**config.mk**
```make
export PLATFORM = sky130hd
export DESIGN_NAME = button_click_hold_release_events_flat
export DESIGN_NICKNAME = d
export VERILOG_FILES = /design/src/sv/bchr_pkg.sv /design/src/sv/bchr_if.sv /design/src/sv/bchr_mod.sv /design/src/sv/bchr_dp.sv /design/src/sv/bchr_ctrl.sv /design/src/sv/button_click_hold_release_events.sv /design/src/flat_wrapper.sv
export SDC_FILE = /design/constraint.sdc
export NUM_CORES = 1
export LEC_CHECK = 0
export BUFFER_PORTS_ARGS = -buffer_cell sky130_fd_sc_hd__buf_2
export CAP_MARGIN = 10
export CORE_ASPECT_RATIO = 0.7
export CORE_MARGIN = 2
export CORE_UTILIZATION = 62
export CTS_CLUSTER_DIAMETER = 200
export DETAILED_ROUTE_END_ITERATION = 8
export HOLD_SLACK_MARGIN = 0.08
export PLACE_DENSITY = 0.81
export SKIP_CTS_REPAIR_TIMING = 1
export SYNTH_ARGS = -nofsm -noshare
export SYNTH_HDL_FRONTEND = slang
export SYNTH_SLANG_ARGS = --single-unit
```
**constraint.sdc**
```tcl
create_clock -name clock -period 7 [get_ports clock]
set_input_delay 0.35 -clock clock [delete_from_list [all_inputs] [get_ports clock]]
set_output_delay 0.35 -clock clock [all_outputs]
set_load 0.005 [all_outputs]
```
**src/sv/bchr_pkg.sv**
```systemverilog
// ----------------------------------------------------------------------------
// Button event detector package
// Shared types and constants for the button click, hold and release detector.
// ----------------------------------------------------------------------------
package bchr_pkg;

   localparam int MAX_BUTTONS = 4;
   localparam int BTN_IDX_W   = 2;
   localparam int TICK_W      = 32;
   localparam int FIELD_W     = 16;
   localparam int CSR_IDX_W   = 3;
   localparam int CSR_DATA_W  = 64;

   localparam logic [CSR_IDX_W-1:0] REG_ACTIVE_LOW  = 3'd0;
   localparam logic [CSR_IDX_W-1:0] REG_CLICK_EN    = 3'd1;
   localparam logic [CSR_IDX_W-1:0] REG_RELEASE_EN  = 3'd2;
   localparam logic [CSR_IDX_W-1:0] REG_HOLD_EN     = 3'd3;
   localparam logic [CSR_IDX_W-1:0] REG_HOLD_THRESH = 3'd4;
   localparam logic [CSR_IDX_W-1:0] REG_HOLD_PERIOD = 3'd5;

   typedef struct packed {
      logic                 capture;
      logic                 start_div;
      logic                 update;
      logic                 finish;
      logic [BTN_IDX_W-1:0] btn;
   } cmd_type;

   typedef struct packed {
      logic need_div;
      logic div_done;
      logic out_free;
   } status_type;

endpackage

```
**src/sv/bchr_if.sv**
```systemverilog
// ----------------------------------------------------------------------------
// Button event detector channels
// Valid/ready channels for pin level beats and event result beats.
// ----------------------------------------------------------------------------
interface bchr_req_if;
   logic       valid;
   logic       ready;
   logic [3:0] pin_levels;

   modport source (output valid, output pin_levels, input ready);
   modport sink (input valid, input pin_levels, output ready);
endinterface

interface bchr_rsp_if;
   logic       valid;
   logic       ready;
   logic [3:0] click_events;
   logic [3:0] hold_events;
   logic [3:0] release_events;
   logic [3:0] pressed_now;

   modport source (output valid, output click_events, output hold_events,
                   output release_events, output pressed_now, input ready);
   modport sink (input valid, input click_events, input hold_events,
                 input release_events, input pressed_now, output ready);
endinterface

```
**src/sv/bchr_mod.sv**
```systemverilog
// ----------------------------------------------------------------------------
// Button event detector remainder unit
// Iterative restoring remainder of a 32-bit count by a 16-bit period,
// two dividend bits per cycle.
// ----------------------------------------------------------------------------
module bchr_mod (
   input  logic                           clock,
   input  logic                           reset,
   input  logic                           start,
   input  logic [bchr_pkg::TICK_W-1:0]    dividend,
   input  logic [bchr_pkg::FIELD_W-1:0]   divisor,
   output logic                           done,
   output logic                           rem_zero
);

   localparam int STEPS  = bchr_pkg::TICK_W / 2;
   localparam int STEP_W = $clog2(STEPS);

   logic [bchr_pkg::TICK_W-1:0]  shift_ff, shift_in;
   logic [bchr_pkg::FIELD_W-1:0] rem_ff, rem_in, rem_mid;
   logic [bchr_pkg::FIELD_W-1:0] div_ff;
   logic [STEP_W-1:0]            step_ff;
   logic                         busy_ff, done_ff;

   function automatic logic [bchr_pkg::FIELD_W-1:0] rstep(
      input logic [bchr_pkg::FIELD_W-1:0] r,
      input logic                         b,
      input logic [bchr_pkg::FIELD_W-1:0] d
   );
      logic [bchr_pkg::FIELD_W:0] t;
      t = {r, b};
      if (t >= {1'b0, d}) begin
         t = t - {1'b0, d};
      end
      return t[bchr_pkg::FIELD_W-1:0];
   endfunction

   always_comb begin
      rem_mid  = rstep(rem_ff, shift_ff[bchr_pkg::TICK_W-1], div_ff);
      rem_in   = rstep(rem_mid, shift_ff[bchr_pkg::TICK_W-2], div_ff);
      shift_in = {shift_ff[bchr_pkg::TICK_W-3:0], 2'b00};
   end

   always_ff @(posedge clock) begin
      if (reset) begin
         busy_ff <= 1'b0;
         done_ff <= 1'b0;
         step_ff <= '0;
      end else begin
         done_ff <= 1'b0;
         if (start) begin
            busy_ff  <= 1'b1;
            step_ff  <= '0;
            shift_ff <= dividend;
            rem_ff   <= '0;
            div_ff   <= divisor;
         end else if (busy_ff) begin
            shift_ff <= shift_in;
            rem_ff   <= rem_in;
            step_ff  <= step_ff + 1'b1;
            if (step_ff == STEP_W'(STEPS - 1)) begin
               busy_ff <= 1'b0;
               done_ff <= 1'b1;
            end
         end
      end
   end

   assign done     = done_ff;
   assign rem_zero = (rem_ff == '0);

   a_start_busy : assert property (@(posedge clock) disable iff (reset)
      start |=> busy_ff) else $error("remainder unit did not start");
   a_last_done : assert property (@(posedge clock) disable iff (reset)
      (busy_ff && !start && step_ff == STEP_W'(STEPS - 1)) |=> done_ff)
      else $error("remainder unit missed its done pulse");
   a_done_idle : assert property (@(posedge clock) disable iff (reset)
      done_ff |-> !busy_ff) else $error("done raised while busy");

endmodule

```
**src/sv/bchr_dp.sv**
```systemverilog
// ----------------------------------------------------------------------------
// Button event detector datapath
// Configuration registers, press counters, event accumulation and the
// result register.
// ----------------------------------------------------------------------------
module bchr_dp #(
   parameter int NUM_BUTTONS = 4
) (
   input  logic                              clock,
   input  logic                              reset,
   input  logic                              csr_we,
   input  logic [bchr_pkg::CSR_IDX_W-1:0]    csr_index,
   input  logic [bchr_pkg::CSR_DATA_W-1:0]   csr_wdata,
   input  logic [3:0]                        pin_levels,
   input  logic                              rsp_take,
   input  bchr_pkg::cmd_type                 cmd,
   output bchr_pkg::status_type              status,
   output logic                              rsp_valid,
   output logic [3:0]                        click_events,
   output logic [3:0]                        hold_events,
   output logic [3:0]                        release_events,
   output logic [3:0]                        pressed_now
);

   localparam int         BTN_W    = (NUM_BUTTONS > 1) ? $clog2(NUM_BUTTONS) : 1;
   localparam logic [3:0] BTN_MASK = 4'((1 << NUM_BUTTONS) - 1);

   logic [3:0]                      active_low_ff, click_en_ff, rel_en_ff, hold_en_ff;
   logic [bchr_pkg::CSR_DATA_W-1:0] thr_ff, per_ff;
   logic [bchr_pkg::TICK_W-1:0]     cnt_ff [NUM_BUTTONS];
   logic [3:0]                      pressed_ff, clicks_ff, holds_ff, rels_ff;
   logic [3:0]                      rsp_click_ff, rsp_hold_ff, rsp_rel_ff, rsp_now_ff;
   logic                            rsp_valid_ff;

   logic [BTN_W-1:0]                idx;
   logic [bchr_pkg::TICK_W-1:0]     cnt, cnt_in;
   logic [bchr_pkg::FIELD_W-1:0]    thr, per;
   logic                            pressed, need_div, div_done, rem_zero;

   assign idx      = cmd.btn[BTN_W-1:0];
   assign cnt      = cnt_ff[idx];
   assign thr      = thr_ff[bchr_pkg::FIELD_W*cmd.btn +: bchr_pkg::FIELD_W];
   assign per      = per_ff[bchr_pkg::FIELD_W*cmd.btn +: bchr_pkg::FIELD_W];
   assign pressed  = pressed_ff[cmd.btn];
   assign need_div = pressed && hold_en_ff[cmd.btn] && (per != '0)
                     && (cnt > {{(bchr_pkg::TICK_W-bchr_pkg::FIELD_W){1'b0}}, thr});

   always_comb begin
      if (!pressed) begin
         cnt_in = '0;
      end else if (cnt != '1) begin
         cnt_in = cnt + 1'b1;
      end else begin
         cnt_in = cnt;
      end
   end

   bchr_mod u_mod (
      .clock    (clock),
      .reset    (reset),
      .start    (cmd.start_div),
      .dividend (cnt),
      .divisor  (per),
      .done     (div_done),
      .rem_zero (rem_zero)
   );

   always_ff @(posedge clock) begin
      if (reset) begin
         active_low_ff <= '0;
         click_en_ff   <= '0;
         rel_en_ff     <= '0;
         hold_en_ff    <= '0;
         thr_ff        <= '0;
         per_ff        <= '0;
      end else if (csr_we) begin
         unique case (csr_index)
            bchr_pkg::REG_ACTIVE_LOW:  active_low_ff <= csr_wdata[3:0];
            bchr_pkg::REG_CLICK_EN:    click_en_ff   <= csr_wdata[3:0];
            bchr_pkg::REG_RELEASE_EN:  rel_en_ff     <= csr_wdata[3:0];
            bchr_pkg::REG_HOLD_EN:     hold_en_ff    <= csr_wdata[3:0];
            bchr_pkg::REG_HOLD_THRESH: thr_ff        <= csr_wdata;
            bchr_pkg::REG_HOLD_PERIOD: per_ff        <= csr_wdata;
            default: ;
         endcase
      end
   end

   always_ff @(posedge clock) begin
      if (reset) begin
         for (int i = 0; i < NUM_BUTTONS; i++) begin
            cnt_ff[i] <= '0;
         end
      end else if (cmd.update) begin
         cnt_ff[idx] <= cnt_in;
      end
   end

   always_ff @(posedge clock) begin
      if (cmd.capture) begin
         pressed_ff <= (pin_levels ^ active_low_ff) & BTN_MASK;
         clicks_ff  <= '0;
         holds_ff   <= '0;
         rels_ff    <= '0;
      end else if (cmd.update) begin
         clicks_ff[cmd.btn] <= pressed && (cnt == '0) && click_en_ff[cmd.btn];
         holds_ff[cmd.btn]  <= need_div && rem_zero;
         rels_ff[cmd.btn]   <= !pressed && (cnt != '0) && rel_en_ff[cmd.btn];
      end
   end

   always_ff @(posedge clock) begin
      if (reset) begin
         rsp_valid_ff <= 1'b0;
      end else if (cmd.finish) begin
         rsp_valid_ff <= 1'b1;
      end else if (rsp_take) begin
         rsp_valid_ff <= 1'b0;
      end
   end

   always_ff @(posedge clock) begin
      if (cmd.finish) begin
         rsp_click_ff <= clicks_ff;
         rsp_hold_ff  <= holds_ff;
         rsp_rel_ff   <= rels_ff;
         rsp_now_ff   <= pressed_ff;
      end
   end

   assign status.need_div = need_div;
   assign status.div_done = div_done;
   assign status.out_free = !rsp_valid_ff || rsp_take;

   assign rsp_valid      = rsp_valid_ff;
   assign click_events   = rsp_click_ff;
   assign hold_events    = rsp_hold_ff;
   assign release_events = rsp_rel_ff;
   assign pressed_now    = rsp_now_ff;

endmodule

```
**src/sv/bchr_ctrl.sv**
```systemverilog
// ----------------------------------------------------------------------------
// Button event detector controller
// Walks the buttons of one tick, calling the remainder unit where a hold
// test needs it, and hands the result to the output register.
// ----------------------------------------------------------------------------
module bchr_ctrl #(
   parameter int NUM_BUTTONS = 4
) (
   input  logic                  clock,
   input  logic                  reset,
   input  logic                  req_valid,
   output logic                  req_ready,
   input  bchr_pkg::status_type  status,
   output bchr_pkg::cmd_type     cmd
);

   localparam logic [2:0] ST_IDLE   = 3'd0;
   localparam logic [2:0] ST_EVAL   = 3'd1;
   localparam logic [2:0] ST_DIV    = 3'd2;
   localparam logic [2:0] ST_UPDATE = 3'd3;
   localparam logic [2:0] ST_FINISH = 3'd4;

   localparam logic [bchr_pkg::BTN_IDX_W-1:0] LAST_BTN =
      bchr_pkg::BTN_IDX_W'(NUM_BUTTONS - 1);

   logic [2:0]                        state_ff, state_in;
   logic [bchr_pkg::BTN_IDX_W-1:0]    btn_ff, btn_in;

   always_comb begin
      state_in      = state_ff;
      btn_in        = btn_ff;
      cmd.capture   = 1'b0;
      cmd.start_div = 1'b0;
      cmd.update    = 1'b0;
      cmd.finish    = 1'b0;
      cmd.btn       = btn_ff;
      req_ready     = 1'b0;
      unique case (state_ff)
         ST_IDLE: begin
            req_ready = 1'b1;
            if (req_valid) begin
               cmd.capture = 1'b1;
               btn_in      = '0;
               state_in    = ST_EVAL;
            end
         end
         ST_EVAL: begin
            if (status.need_div) begin
               cmd.start_div = 1'b1;
               state_in      = ST_DIV;
            end else begin
               state_in = ST_UPDATE;
            end
         end
         ST_DIV: begin
            if (status.div_done) begin
               state_in = ST_UPDATE;
            end
         end
         ST_UPDATE: begin
            cmd.update = 1'b1;
            if (btn_ff == LAST_BTN) begin
               state_in = ST_FINISH;
            end else begin
               btn_in   = btn_ff + 1'b1;
               state_in = ST_EVAL;
            end
         end
         ST_FINISH: begin
            if (status.out_free) begin
               cmd.finish = 1'b1;
               state_in   = ST_IDLE;
            end
         end
         default: begin
            state_in = ST_IDLE;
         end
      endcase
   end

   always_ff @(posedge clock) begin
      if (reset) begin
         state_ff <= ST_IDLE;
         btn_ff   <= '0;
      end else begin
         state_ff <= state_in;
         btn_ff   <= btn_in;
      end
   end

   a_accept_eval : assert property (@(posedge clock) disable iff (reset)
      (req_valid && req_ready) |=> (state_ff == ST_EVAL && btn_ff == '0))
      else $error("accepted beat did not start the button walk");
   a_div_update : assert property (@(posedge clock) disable iff (reset)
      (state_ff == ST_DIV && status.div_done) |=> state_ff == ST_UPDATE)
      else $error("remainder result not used");
   a_finish_free : assert property (@(posedge clock) disable iff (reset)
      cmd.finish |-> status.out_free)
      else $error("result written over an untaken beat");

endmodule

```
**src/sv/button_click_hold_release_events.sv**
```systemverilog
// ----------------------------------------------------------------------------
// Button click, hold and release event detector
// Each request beat carries one tick of raw pin levels; each tick yields
// exactly one response beat of click, hold, release and pressed masks.
// The block takes a request beat only while it is idle. It then visits the
// buttons one at a time, through an evaluate and an update state for each,
// waiting in a divide state when the hold test needs the remainder of the
// press count by the period, which is worked out two bits a cycle by a
// single shared unit.
// The response sits in an output register, so the next request beat is
// taken while a response waits; a stalled receiver only holds back the end
// of the following tick. Configuration is to be written through the csr_
// port only while the block is idle; the block does not enforce this. Reset
// clears the configuration, the press counters and the response valid flag.
// ----------------------------------------------------------------------------
module button_click_hold_release_events #(
   parameter int NUM_BUTTONS = 4
) (
   input  logic                             clock,
   input  logic                             reset,
   input  logic                             csr_we,
   input  logic [bchr_pkg::CSR_IDX_W-1:0]   csr_index,
   input  logic [bchr_pkg::CSR_DATA_W-1:0]  csr_wdata,
   bchr_req_if.sink                         req_chan,
   bchr_rsp_if.source                       rsp_chan
);

   bchr_pkg::cmd_type    cmd;
   bchr_pkg::status_type status;

   bchr_ctrl #(
      .NUM_BUTTONS (NUM_BUTTONS)
   ) u_ctrl (
      .clock     (clock),
      .reset     (reset),
      .req_valid (req_chan.valid),
      .req_ready (req_chan.ready),
      .status    (status),
      .cmd       (cmd)
   );

   bchr_dp #(
      .NUM_BUTTONS (NUM_BUTTONS)
   ) u_dp (
      .clock          (clock),
      .reset          (reset),
      .csr_we         (csr_we),
      .csr_index      (csr_index),
      .csr_wdata      (csr_wdata),
      .pin_levels     (req_chan.pin_levels),
      .rsp_take       (rsp_chan.ready),
      .cmd            (cmd),
      .status         (status),
      .rsp_valid      (rsp_chan.valid),
      .click_events   (rsp_chan.click_events),
      .hold_events    (rsp_chan.hold_events),
      .release_events (rsp_chan.release_events),
      .pressed_now    (rsp_chan.pressed_now)
   );

endmodule
```
**src/flat_wrapper.sv**
```systemverilog
// flat-port wrapper written by rule: the top's interface ports become plain ports
module button_click_hold_release_events_flat 
#(
   parameter int NUM_BUTTONS = 4
)
  (clock, reset, csr_we, csr_index, csr_wdata, req_chan_valid, req_chan_pin_levels, req_chan_ready, rsp_chan_valid, rsp_chan_click_events, rsp_chan_hold_events, rsp_chan_release_events, rsp_chan_pressed_now, rsp_chan_ready);
  bchr_req_if req_chan_i ();
  bchr_rsp_if rsp_chan_i ();
  input  logic clock;
  input  logic reset;
  input  logic csr_we;
  input  logic [bchr_pkg::CSR_IDX_W-1:0] csr_index;
  input  logic [bchr_pkg::CSR_DATA_W-1:0] csr_wdata;
  input wire logic [$bits(req_chan_i.valid)-1:0] req_chan_valid;
  input wire logic [$bits(req_chan_i.pin_levels)-1:0] req_chan_pin_levels;
  output wire logic [$bits(req_chan_i.ready)-1:0] req_chan_ready;
  output wire logic [$bits(rsp_chan_i.valid)-1:0] rsp_chan_valid;
  output wire logic [$bits(rsp_chan_i.click_events)-1:0] rsp_chan_click_events;
  output wire logic [$bits(rsp_chan_i.hold_events)-1:0] rsp_chan_hold_events;
  output wire logic [$bits(rsp_chan_i.release_events)-1:0] rsp_chan_release_events;
  output wire logic [$bits(rsp_chan_i.pressed_now)-1:0] rsp_chan_pressed_now;
  input wire logic [$bits(rsp_chan_i.ready)-1:0] rsp_chan_ready;
  assign req_chan_i.valid = req_chan_valid;
  assign req_chan_i.pin_levels = req_chan_pin_levels;
  assign req_chan_ready = req_chan_i.ready;
  assign rsp_chan_valid = rsp_chan_i.valid;
  assign rsp_chan_click_events = rsp_chan_i.click_events;
  assign rsp_chan_hold_events = rsp_chan_i.hold_events;
  assign rsp_chan_release_events = rsp_chan_i.release_events;
  assign rsp_chan_pressed_now = rsp_chan_i.pressed_now;
  assign rsp_chan_i.ready = rsp_chan_ready;
  button_click_hold_release_events #(.NUM_BUTTONS(NUM_BUTTONS)) u_core (.clock(clock), .reset(reset), .csr_we(csr_we), .csr_index(csr_index), .csr_wdata(csr_wdata), .req_chan(req_chan_i), .rsp_chan(rsp_chan_i));
endmodule
```
Yosys cells after proc, flatten, opt, wreduce, memory -nomap -nowiden
Memories as Yosys holds them, arrays and structs flattened. A register that Yosys moved wholly into a read port is not among the register bits.
Index checks and enable logic that the tools add are counted.

operators by class
  reduce and logical (&&, ||, !) cells = 34
  add/sub/neg operators = 5
  magnitude comparators = 5
  equal/unequal tests = 16
  muxes and demuxes = 53
  bitwise operators = 3
  shifts and indexed selects = 2

operators by type and width
  cell                                                                   number
  32-bit 2-to-1 mux                                                      5
  64-bit by 7-bit variable part select with 16-bit output                2
  16-bit 2-to-1 mux                                                      3
  17-bit by 16-bit greater-or-equal comparator with 1-bit output         2
  32-bit by 1-bit adder with 32-bit output, second input constant        1
  32-bit by 16-bit > comparator with 1-bit output                        1
  32-bit zero test                                                       1
  32-bit inequality test, second input constant                          1
  32-bit nonzero test                                                    1
  32-bit OR reduction                                                    1
  16-bit subtractor                                                      2
  1-bit 2-to-1 mux                                                       26
  16-bit zero test                                                       1
  2-bit AND reduction                                                    8
  16-bit nonzero test                                                    1
  3-bit one-hot mux with 5 select lines                                  1
  4-bit bitwise mux                                                      3
  3-bit by 2-bit equality test with 1-bit output, second input constant  4
  3-bit 2-to-1 mux                                                       4
  2-bit 2-to-1 mux                                                       5
  3-bit equality test, second input constant                             3
  1-bit logical AND                                                      9
  1-bit binary-select mux with 2-bit select                              4
  3-bit by 1-bit equality test with 1-bit output, second input constant  2
  other kinds (19)                                                       27

storage, ports and cells
  bits of input ports = 76
  bits in registers = 252
  bits in writable memories = 128
  memories = 1

memory list
  name                depth  bits a word  rd ports  clocked after memory_dff  write ports  RTL line       source
  u_core.u_dp.cnt_ff  4      32           1         1                         4            bchr_dp.sv:30  logic [bchr_pkg::TICK_W-1:0] cnt_ff [NUM_BUTTONS];

Logic depth before layout (Yosys ltp)
  depth after elaboration = 9
  depth in mapped cells = 20
  gate-level depth less buffers = 19

Hierarchy
Synthesis repeated with hierarchy kept, for this count alone.

unflattened totals
  cell total of the unflattened synthesis = 1696
  area, all modules = 18594.1 µm²

by module, submodules not included
  module     area an instance (µm²)  cells an instance  times used
  bchr_dp    13482.9                 1240               1
  bchr_mod   4775.8                  425                1
  bchr_ctrl  335.3                   31                 1

Least setup slack after synthesis
OpenSTA, ideal clock, no wires.

  path kind = reg-to-reg
  start point = reg u_core.u_ctrl.btn_ff[0] (netlist name)
  end point = reg u_core.u_dp.u_mod.rem_ff[0] (netlist name) (enable)
  setup time = 453 ps
  buffers on the path = 4
  stages on the path, launching flop included = 15
  slack = 1081 ps
  data arrival time = 5466 ps
  cells stage by stage = dfxtp_1 clkbuf_1 buf_2 buf_1 mux4_2 inv_1 ha_1 nand4_1 or3_1 a21oi_1 o21bai_1 a21oi_2 clkbuf_1 nor2_1 nor2_1

on the way
  longest elaborated chain between the ends = 9

ends and longest elaborated chain
  element                                                                                                  RTL line         source
  start, declared                                                                                          bchr_ctrl.sv:27  logic [bchr_pkg::BTN_IDX_W-1:0] btn_ff, btn_in;
  start signal, assigned                                                                                   bchr_ctrl.sv:87  btn_ff <= btn_in;
  parallel branches: the longest is 4 deep, another holds 32-bit by 16-bit > comparator with 1-bit output  n/a
  1-bit logical AND (*)                                                                                    bchr_dp.sv:46    && (cnt > {{(bchr_pkg::TICK_W-bchr_pkg::FIELD_W){1'b0}}, thr});
  1-bit 2-to-1 mux (*)                                                                                     bchr_ctrl.sv:48  if (status.need_div) begin
  1-bit 2-to-1 mux (*)                                                                                     bchr_ctrl.sv:38  unique case (state_ff)
  2-bit nonzero test (no source line) (*)                                                                  n/a
  2-bit AND reduction (no source line) (*)                                                                 n/a
  end signal, assigned                                                                                     bchr_mod.sv:59   rem_ff <= rem_in;
  end, declared                                                                                            bchr_mod.sv:20   logic [bchr_pkg::FIELD_W-1:0] rem_ff, rem_in, rem_mid;

Every way passes the cells marked *. The select of a mux whose other input is x is not followed.
A chain may end at the register's enable or synchronous reset.

Worst setup path after layout
  start point = reg u_core.u_dp.u_mod.div_ff[2] (netlist name)
  end point = reg u_core.u_dp.u_mod.rem_ff[13] (netlist name), data pin

on the way
  longest elaborated chain between the ends = 5

ends and longest elaborated chain
  element                                                                                                     RTL line                        source
  start, declared                                                                                             bchr_mod.sv:21                  logic [bchr_pkg::FIELD_W-1:0] div_ff;
  start signal, assigned                                                                                      bchr_mod.sv:56                  div_ff <= divisor;
  16-bit subtractor / 17-bit by 16-bit greater-or-equal comparator with 1-bit output (equally long branches)  bchr_mod.sv:33, bchr_mod.sv:32
  16-bit 2-to-1 mux                                                                                           bchr_mod.sv:32                  if (t >= {1'b0, d}) begin
  16-bit subtractor / 17-bit by 16-bit greater-or-equal comparator with 1-bit output (equally long branches)  bchr_mod.sv:33, bchr_mod.sv:32
  16-bit 2-to-1 mux (*)                                                                                       bchr_mod.sv:32
  16-bit 2-to-1 mux (*)                                                                                       bchr_mod.sv:57                  end else if (busy_ff) begin

Every way passes the cells marked *; elsewhere a longest branch is shown, timed or not. The select of a mux whose other input is x is not followed.

==> results.json <==
{
  "synth_cells": 1714,
  "grt_max_degree": 88,
  "p_per_area_nw_per_um2": 229,
  "cp-endpoint": "u_core.u_dp.u_mod.rem_ff[13]",
  "ioPinCount": 94,
  "clock_skew_ns": 0.0220,
  "slew_headroom_pct": 17.9,
  "rows": 52,
  "dieArea_um2": 31300,
  "crit_start": "u_core.u_dp.u_mod.div_ff[2]",
  "dpl_cell_area_um2": 19200,
  "cp.required_ns": 7.27,
  "nFillCells": 1973,
  "worst_slack_ns": 1.52,
  "wl_per_cell_um": 20.6,
  "rsz0062_at_grt": "false",
  "setup_viol": 0,
  "crit_fanout": 17,
  "synth_nets": 1847,
  "cpMaxStageDelayCell": "o311ai_0",
  "synth.area.top_cells": "edfxtp_1, dfxtp_1, mux4_2, nand2_1, a21oi_1",
  "die_w_um": 211,
  "status": "completed",
  "hpwl_um": 29800,
  "tightest_slew_ns": 1.23,
  "htreeDepth": 2,
  "cp-start-kind": "register",
  "finalCritPeriodShare_pct": 78.3,
  "drt-total-wl_um": 45900,
  "slew_viol_final": 0,
  "cts_root_buf": "clkbuf_16",
  "place_congestion": 0.881,
  "vias_per_cell": 6.19,
  "fmax_mhz": 183,
  "cp-end-kind": "register",
  "synth_edf_count": 212,
  "cts_buffers": 36,
  "fin_cells": 2230,
  "cts_buffer_depth": 3,
  "holdPathStages": 3,
  "grt_usage_pct": 28.8,
  "synth_top_area_share_pct": 34.4,
  "yosys.cell_count.top_type": "nand2_1",
  "path_cells": "inv_1 > ha_1 > o21ai_0 > a21oi_1 > o311ai_0 > a21o_1 > and2_1 > mux2_2 > ha_1 > nand3_1 > a21oi_1 > or3_1 > a211oi_1 > or3b_2 > o211ai_4 > mux2i_1 > nor2_1",
  "hold_path.class": "in2reg",
  "post-place-ws_ns": 1.59,
  "antenna_found_initial": 4,
  "setup_tns_ns": 0,
  "placed_cells": 2112,
  "grt_pass1_wl_um": 70100,
  "portBuffers": 93,
  "ys_seq_area_share_pct": 52.8,
  "worstSkewPairLatency_ns": 0.55,
  "drive_gt1_share_pct": 16.3,
  "ys_seq_elements": 382,
  "finalHoldViolations": 0,
  "synth_warnings": 0,
  "synthArstFlopShare_pct": 0,
  "drtIter0Drc": 1416,
  "start_util_pct": 63.5,
  "vias": 13800,
  "core_area_um2": 29100,
  "ir_drop_uv": 211,
  "cellLeakagePower_nw": 7.51,
  "clkTransAtPathRegs_ns": 0.07,
  "cts_tree": "yes",
  "area_growth_pct": 12.6,
  "max_stage_delay_ns": 0.62,
  "synth_cell_types": 67,
  "final_area_um2": 20800,
  "synthTopCellsByCount": "nand2_1, nor2_1, edfxtp_1",
  "yosysTopAreaCell": "edfxtp_1",
  "total_power_mw": 4.78,
  "min_period_ns": 5.48,
  "overflow": 0,
  "grt_pass1_vias": 12961,
  "die_h_um": 149,
  "synth_flop_cell": "edfxtp_1",
  "reg2reg_to": "u_core.u_dp.u_mod.rem_ff[13]",
  "ant_nets": 0,
  "postSynthAreaPerCell_um2": 10.8,
  "timing.rr.start": "u_core.u_dp.u_mod.div_ff[2]",
  "nets": 1954,
  "drtPass1Iterations": 5,
  "critPathArrivalTime_ns": 5.74,
  "crit_type": "reg2reg",
  "cap_violations": 0,
  "netlist_area_um2": 18500,
  "drc": 0,
  "cts_num_sinks": 382,
  "r2r_slack_ns": 1.52,
  "ff2ff_path_depth": 17
}
==> worst max-delay path, delay by kind of cell, from the launching register on <==
kind                       cells  cell delay, ns
AOI/OAI and AO/OA              7            1.95
adders and majority gates      2            0.69
buffers and inverters          1            0.13
DFF                            1            0.37
muxes                          2            0.68
and+or+nand+nor                5            1.38
==> registers in the layout (all words and copies together), names as in the netlist, 16 cells and up, named ones only <==
signal	flops
u_core.u_dp.cnt_ff	128
u_core.u_dp.u_mod.rem_ff	16
u_core.u_dp.thr_ff	64
u_core.u_dp.u_mod.shift_ff	32
u_core.u_dp.u_mod.div_ff	16
u_core.u_dp.per_ff	64
==> placed cells by master, fill, tap and decap left out, types with 31 or more instances in the layout <==
| master | n |
|---|---|
| ha_1 | 55 |
| a21oi_1 | 167 |
| edfxtp_1 | 212 |
| dlygate4sd3_1 | 49 |
| mux4_2 | 68 |
| buf_2 | 92 |
| clkbuf_16 | 36 |
| dfxtp_1 | 167 |
| inv_1 | 56 |
| nand2_1 | 293 |
| nand3_1 | 37 |
| nor2_1 | 213 |
| xnor2_1 | 31 |
==> worst min path at each step <==
stage                                         from                            end  slack (ns)
after detailed placement    u_core.u_dp.rels_ff[1]  u_core.u_dp.release_events[1]        0.42
final                                csr_wdata[25]         u_core.u_dp.thr_ff[25]        0.07
after floorplan            u_core.u_dp.holds_ff[0]     u_core.u_dp.hold_events[0]        0.41
after global routing                 csr_wdata[43]         u_core.u_dp.thr_ff[43]        0.06
after CTS                            csr_wdata[17]         u_core.u_dp.thr_ff[17]        0.03
after global placement    u_core.u_dp.clicks_ff[1]    u_core.u_dp.click_events[1]        0.42
==> cells by family after synthesis <==
| kind of cell | Yosys count | synth area share (%) |
|---|---|---|
| simple gates | 670 | 15.8 |
| flops | 382 | 52.8 |
| compound gates | 266 | 8.54 |
| buf+inv | 147 | 3.38 |
| mux | 136 | 12.8 |
| fa+ha+maj | 57 | 3.93 |
| xor+xnor | 56 | 2.81 |
==> metal layers <==
layer	track usage [%]	routed length [µm]	up-vias
met4	7.71	1010	0
met1	41.4	19200	6699
met2	44.7	21100	690
met5	0	0	-
met3	6.40	4620	93
li1	-	-	6318
==> cell type report <==
type	count	area, µm²	area share, %
clock inverters	10	135	0.648
multi-input cells	1185	8150	39.1
flip-flops and latches	382	9770	46.9
repair buffers	160	1090	5.25
inverters	56	210	1.01
clock buffers	55	1000	4.81
diodes	4	10.0	0.0480
well taps	378	473	2.27
==> per-stage QoR <==
stage	hold WS, ns	util (%)
global placement	0.418	65.9
finish	0.0746	71.5
CTS	0.0262	69.8
detailed placement	0.417	65.9
global route	0.0648	71.5
floorplan	0.408	-
==> where the power goes <==
group | total (mW) | internal (mW) | switching, mW
Clock | 1.94 | 1.08 | 0.861
Combinational | 0.379 | 0.149 | 0.230
Sequential | 2.46 | 2.42 | 0.0399
Total | 4.78 | 3.64 | 1.13
(Power assumes the default switching activity.)
